### config.mk
export PLATFORM = sky130hd
export DESIGN_NAME = prc_cell
export DESIGN_NICKNAME = d
export VERILOG_FILES = /design/src/rtl/core/prc_pkg.sv /design/src/rtl/core/prc_cell.sv
export SDC_FILE = /design/constraint.sdc
export NUM_CORES = 1
export LEC_CHECK = 0
export BUFFER_PORTS_ARGS = -buffer_cell sky130_fd_sc_hd__buf_4
export CORE_ASPECT_RATIO = 0.6
export CORE_MARGIN = 4
export CORE_UTILIZATION = 42
export DETAILED_ROUTE_END_ITERATION = 10
export PLACE_DENSITY_LB_ADDON = 0.12
export SLEW_MARGIN = 20
export SYNTH_ARGS = -nofsm -noshare
export SYNTH_HDL_FRONTEND = slang
export SYNTH_SLANG_ARGS = --single-unit
export TNS_END_PERCENT = 30
### constraint.sdc
create_clock -name clk_i -period 2.7 [get_ports clk_i]
set_input_delay 0.27 -clock clk_i [delete_from_list [all_inputs] [get_ports clk_i]]
set_output_delay 0.27 -clock clk_i [all_outputs]
set_load 0.02 [all_outputs]
### src/rtl/core/prc_pkg.sv
// prc_pkg: shared types, codes and default rule table for the packet rule classifier.
// Used by prc_cell and packet_rule_classifier.
package prc_pkg;

  localparam int unsigned DefRuleSlots = 128;
  localparam int unsigned DefLogDepth  = 512;
  localparam int unsigned NumDefaults  = 4;
  localparam int unsigned GrpSize      = 16;

  localparam logic [7:0] ProtoIcmp = 8'd1;
  localparam logic [7:0] ProtoTcp  = 8'd6;
  localparam logic [7:0] ProtoUdp  = 8'd17;

  typedef enum logic [1:0] {
    FuncInspect = 2'd0,
    FuncAdd     = 2'd1,
    FuncClear   = 2'd2,
    FuncNone    = 2'd3
  } func_e;

  typedef enum logic [1:0] {
    ActAllow = 2'd0,
    ActAlert = 2'd1,
    ActBlock = 2'd2,
    ActRsvd  = 2'd3
  } act_e;

  typedef enum logic [2:0] {
    StIdle,
    StCmp,
    StPri,
    StSel,
    StOut
  } state_e;

  typedef struct packed {
    logic [31:0] smask;
    logic [31:0] dmask;
    logic [15:0] port;
    logic [7:0]  proto;
    logic [1:0]  action;
  } rule_t;

  typedef struct packed {
    logic [31:0] src_ip;
    logic [31:0] dst_ip;
    logic [15:0] port;
    logic [7:0]  proto;
  } key_t;

  // control broadcast to the cell row
  typedef struct packed {
    logic load_def;
    logic wr;
    logic cmp;
    logic bump;
  } cell_ctl_t;

  function automatic rule_t default_rule(input int unsigned idx);
    rule_t r;
    r = '0;
    case (idx)
      0: begin r.port = 16'd22;   r.proto = ProtoTcp;  r.action = ActAlert; end
      1: begin r.port = 16'd4444; r.proto = ProtoTcp;  r.action = ActBlock; end
      2: begin r.port = 16'd6667; r.proto = ProtoTcp;  r.action = ActBlock; end
      default: begin r.port = 16'd0; r.proto = ProtoIcmp; r.action = ActAlert; end
    endcase
    return r;
  endfunction

endpackage

### src/rtl/core/prc_cell.sv
// prc_cell: one rule slot with its hit counter and match flag.
// Depends on prc_pkg.
module prc_cell #(
  parameter int unsigned Idx = 0,
  parameter int unsigned IW  = 7,
  parameter int unsigned TW  = 8
) (
  input  logic               clk_i,
  input  logic               rst_ni,
  input  prc_pkg::cell_ctl_t ctl_i,
  input  logic [IW-1:0]      sel_i,
  input  logic [TW-1:0]      total_i,
  input  prc_pkg::rule_t     rule_i,
  input  prc_pkg::key_t      key_i,
  output prc_pkg::rule_t     rule_o,
  output logic [31:0]        hits_o,
  output logic               match_o
);
  import prc_pkg::*;

  rule_t       rule_q;
  logic [31:0] hits_q;
  logic        match_q;
  logic        mine, valid, hit;

  assign mine  = (sel_i == IW'(Idx));
  assign valid = (TW'(Idx) < total_i);

  assign hit = valid &&
    (rule_q.proto == '0 || rule_q.proto == key_i.proto) &&
    (rule_q.port == '0 || rule_q.port == key_i.port) &&
    ((key_i.src_ip & rule_q.smask) == rule_q.smask) &&
    ((key_i.dst_ip & rule_q.dmask) == rule_q.dmask);

  always_ff @(posedge clk_i) begin
    if (ctl_i.load_def && Idx < NumDefaults) begin
      rule_q <= default_rule(Idx);
      hits_q <= '0;
    end else if (ctl_i.wr && mine) begin
      rule_q <= rule_i;
      hits_q <= '0;
    end else if (ctl_i.bump && mine) begin
      hits_q <= hits_q + 32'd1;
    end
  end

  always_ff @(posedge clk_i or negedge rst_ni) begin
    if (!rst_ni) begin
      match_q <= 1'b0;
    end else if (ctl_i.cmp) begin
      match_q <= hit;
    end
  end

  assign rule_o  = rule_q;
  assign hits_o  = hits_q;
  assign match_o = match_q;
endmodule

==> metrics.log <==
INFO  metric startpoint_type = register
INFO  metric postSynthRegisterBits = 123
INFO  metric number_of_global_route_vias_before_repair = 5914
INFO  metric postRouteAntennaNets = 0
INFO  metric grt-ovfl-total = 0
INFO  metric drt-wirelength-per-cell = 17.6 um
INFO  metric clock_tree_from_tritoncts = yes
INFO  metric grt_start_max_net_pins = 56
INFO  metric p_leak = 3.52 nW
INFO  metric fin_setup_tns = 0 ns
INFO  metric final-setup-viol-count = 0
INFO  metric finalCoreUtilization = 0.698
INFO  metric global_route_wire_length_before_repair = 31600 um
INFO  metric reg2reg_from = hits_o[15]
INFO  metric hold_path_startpoint = rule_i[3]
INFO  metric worstReg2RegEnd = hits_o[31]
INFO  metric post_cts_resized = 0
INFO  metric synth_async_sr_flop_share = 0.00813
INFO  metric finalMaxSlewViolations = 0
INFO  metric crit_path_top_delay_cell = nor4_1
INFO  metric family_with_the_most_delay_on_the_worst_path = simple AND/OR/NAND/NOR gates
INFO  metric drv.max_cap_violation_count = 0
INFO  metric cp_max_fo = 7
INFO  metric slew_headroom = 0.621
INFO  metric cp-end-kind = register
INFO  metric multi_input_area = 2670 um2
INFO  metric detailedPlacementHpwl = 16700 um
INFO  metric timing.final.crit_period = 2.17 ns
INFO  metric clock_latency = 0.40 ns
INFO  metric start_util = 0.441
INFO  metric critical_path.most_common_cell = nand4_1
INFO  metric r2r_setup_slack = 0.53 ns
INFO  metric synth_adder_area_share = 0.00229
INFO  metric row_count = 31
INFO  metric post_route_cells_drive_above_1_share = 0.349
INFO  metric layout_common_cells = 330 x buf_4, 195 x nand2_1, 122 x dfxtp_1, 94 x a21oi_1, 52 x inv_1
INFO  metric avgSynthCellArea = 7.59 um2
INFO  metric first_iter_violations = 426
INFO  metric synth_compound_gate_area_share = 0.132
INFO  metric fp.dieArea = 14900 um2
INFO  metric syn_nets = 919
INFO  metric worstPathBufferInverterCount = 0
INFO  metric number_of_enable_flip_flop_cells_after_synthesis = 0
INFO  metric required = 3.03 ns
INFO  metric whs_path_depth = 3
INFO  metric die_h = 96.3 um
INFO  metric hold_viol = 0
INFO  metric crit_chain = nand4_1 > nor4_1 > nand4_1 > or4_1 > a21oi_1
INFO  metric timing_worst_slew_pin_value = 0.569 ns
INFO  metric cts.reportedPaths.clkPinSlew = 0.06 ns
INFO  metric die_w = 155 um
INFO  metric io_pins = 322
INFO  metric synth.area.mux_share = 0
INFO  metric rsz0062_at_grt = no
INFO  metric setup_slack = 0.532 ns
INFO  metric io_buffer_count = 321
INFO  metric holdPathEnd = rule_o[3]
INFO  metric routabilityCongestion = 0.869
INFO  metric count_of_inserted_antenna_diode_cells = 0
INFO  metric syn-instance-count = 719
INFO  metric mappedNetlistArea = 5460 um2
INFO  metric post_cts.repair.setup_buffers = 0
INFO  metric finalNetCount = 1233
INFO  metric final_common_cell = buf_4
INFO  metric power.density_cell_area = 509 nW/um2
INFO  metric critPathMaxStageDelay = 0.55 ns
INFO  metric worst-endpoint-arrival = 2.50 ns
INFO  metric dr_total_vias = 6120
INFO  metric dominant_combinational_cell_family_by_area_after_synthesis = simple AND/OR/NAND/NOR gates
INFO  metric postSynth.topFlopCell = dfxtp_1
INFO  metric antenna_found_initial = 1
INFO  metric period_share = 0.803
INFO  metric grt_use_total = 0.273
INFO  metric max_rail_drop_vdd = 0.512 mV
INFO  metric detail_route.drc_violations = 0
INFO  metric synth.yosys.seq_area_share = 0.452
INFO  metric timing.clock.skew = 0.00895 ns
INFO  metric cts_buffers = 17
INFO  metric layout_overhead_on_the_synthesized_area = 58.2%
INFO  metric worst_setup_path_category = reg2reg
INFO  metric yosys.area_share.xor_xnor = 0.0754
INFO  metric core_region_area = 12400 um2
INFO  metric synthesis.yosys.warnings = 0
INFO  metric synth.lib_cells_used.distinct = 33
INFO  metric route.detailed.vias_per_inst = 5.05
INFO  metric cts-root-buf = clkbuf_16
INFO  metric worst_hold_path_type = in2reg
INFO  metric seq_area = 2470 um2
INFO  metric post_synthesis_simple_gate_area_fraction = 0.276
INFO  metric hold_slack = 0.0776 ns
INFO  metric drt-total-wl = 21400 um
INFO  metric cts.sink_count = 123
INFO  metric r2r.worst_path.cells = 5
INFO  metric outcome = finished clean
INFO  metric drt_pass1_iterations = 5
INFO  metric dp_worst_setup_slack = 0.564 ns
INFO  metric max-clock-path-buffers = 2
INFO  metric num-fill-cells = 1058
INFO  metric cts.htree.levels = 4
INFO  metric max_clock_freq = 0.461 GHz
[metal layers]
| layer | routed length [um] | track usage | up-vias |
|---|---|---|---|
| li1 | - | - | 3039 |
| met3 | 1890 | 0.0939 | 35 |
| met5 | 11 | 0 | - |
| met2 | 9940 | 0.427 | 241 |
| met4 | 411 | 0.0874 | 2 |
| met1 | 9120 | 0.356 | 2803 |
[report_power, final]
group / switching [mW] / leakage, nW / internal, mW
Sequential: 0.00344 / 0.997 / 1.82
Combinational: 0.101 / 2.24 / 0.214
Clock: 0.814 / 0.276 / 1.44
[how the worst max path moves through the flow]
stage / slack (ns) / start / to / cells past startpoint
CTS: 0.55 / hits_o[15] / hits_o[31] / 5
finish: 0.53 / hits_o[15] / hits_o[31] / 5
global placement: 0.59 / sel_i[2] / hits_o[10] / 5
detailed placement: 0.56 / hits_o[15] / hits_o[31] / 5
floorplan: 0.61 / hits_o[0] / hits_o[10] / 7
global route: 0.35 / hits_o[15] / hits_o[31] / 5
[through the flow]
step                std cells  instance area, um2  power [mW]
floorplan                 719                5460        1.93
global placement         1178                8040        2.17
detailed placement       1178                8040        2.18
CTS                      1211                8630        4.43
global route             1211                8630        4.54
finish                   1211                8630        4.40
[worst register-to-register path, delay by kind of cell, from the launching register on]
kind | cells | cell delay [ns]
simple gates | 4 | 1.52
compound gates | 1 | 0.14
flops | 1 | 0.44
[synth_stat cells, drive strengths merged (6+ instances only)]
cell type	n	area share
dfxtp	122	0.45
clkbuf	34	0.024
nor4	17	0.019
inv	52	0.036
nand2	195	0.13
nand3	9	0.0083
xnor2	31	0.050
xor2	16	0.026
nor3	11	0.011
a21oi	94	0.086
nand2b	18	0.021
nor2	26	0.018
nand4	23	0.026
o2111ai	6	0.0096
or3	6	0.0069
o22ai	20	0.023
nand3b	6	0.0083
o21ai	8	0.0073
[what timing repair did]
action / in CTS / in global routing
endpoints found under the hold margin: 1 / 0
hold buffers: 1 / 0
setup endpoints to repair: 0 / 0
[sequential cells by signal, indices dropped and copies added (netlist names)]
signal / cells
rule_o: 90
match_o: 1
hits_o: 32
[logic make-up after synthesis]
family                     Yosys count
AOI/OAI and AO/OA                  132
DFF                                123
buffers and inverters               89
xor gates and xnor gates            47
and+or+nand+nor                    327
adders and majority gates            1
[cell type report]
cell class	instances	area share
tap	165	0.0239
clock buffer	20	0.0506
sequential	123	0.286
inverter	52	0.0226
multi-input combinational	507	0.309
timing repair buffer	332	0.290
clock inverter	12	0.0172
Power figures use the tool's default switching activity.
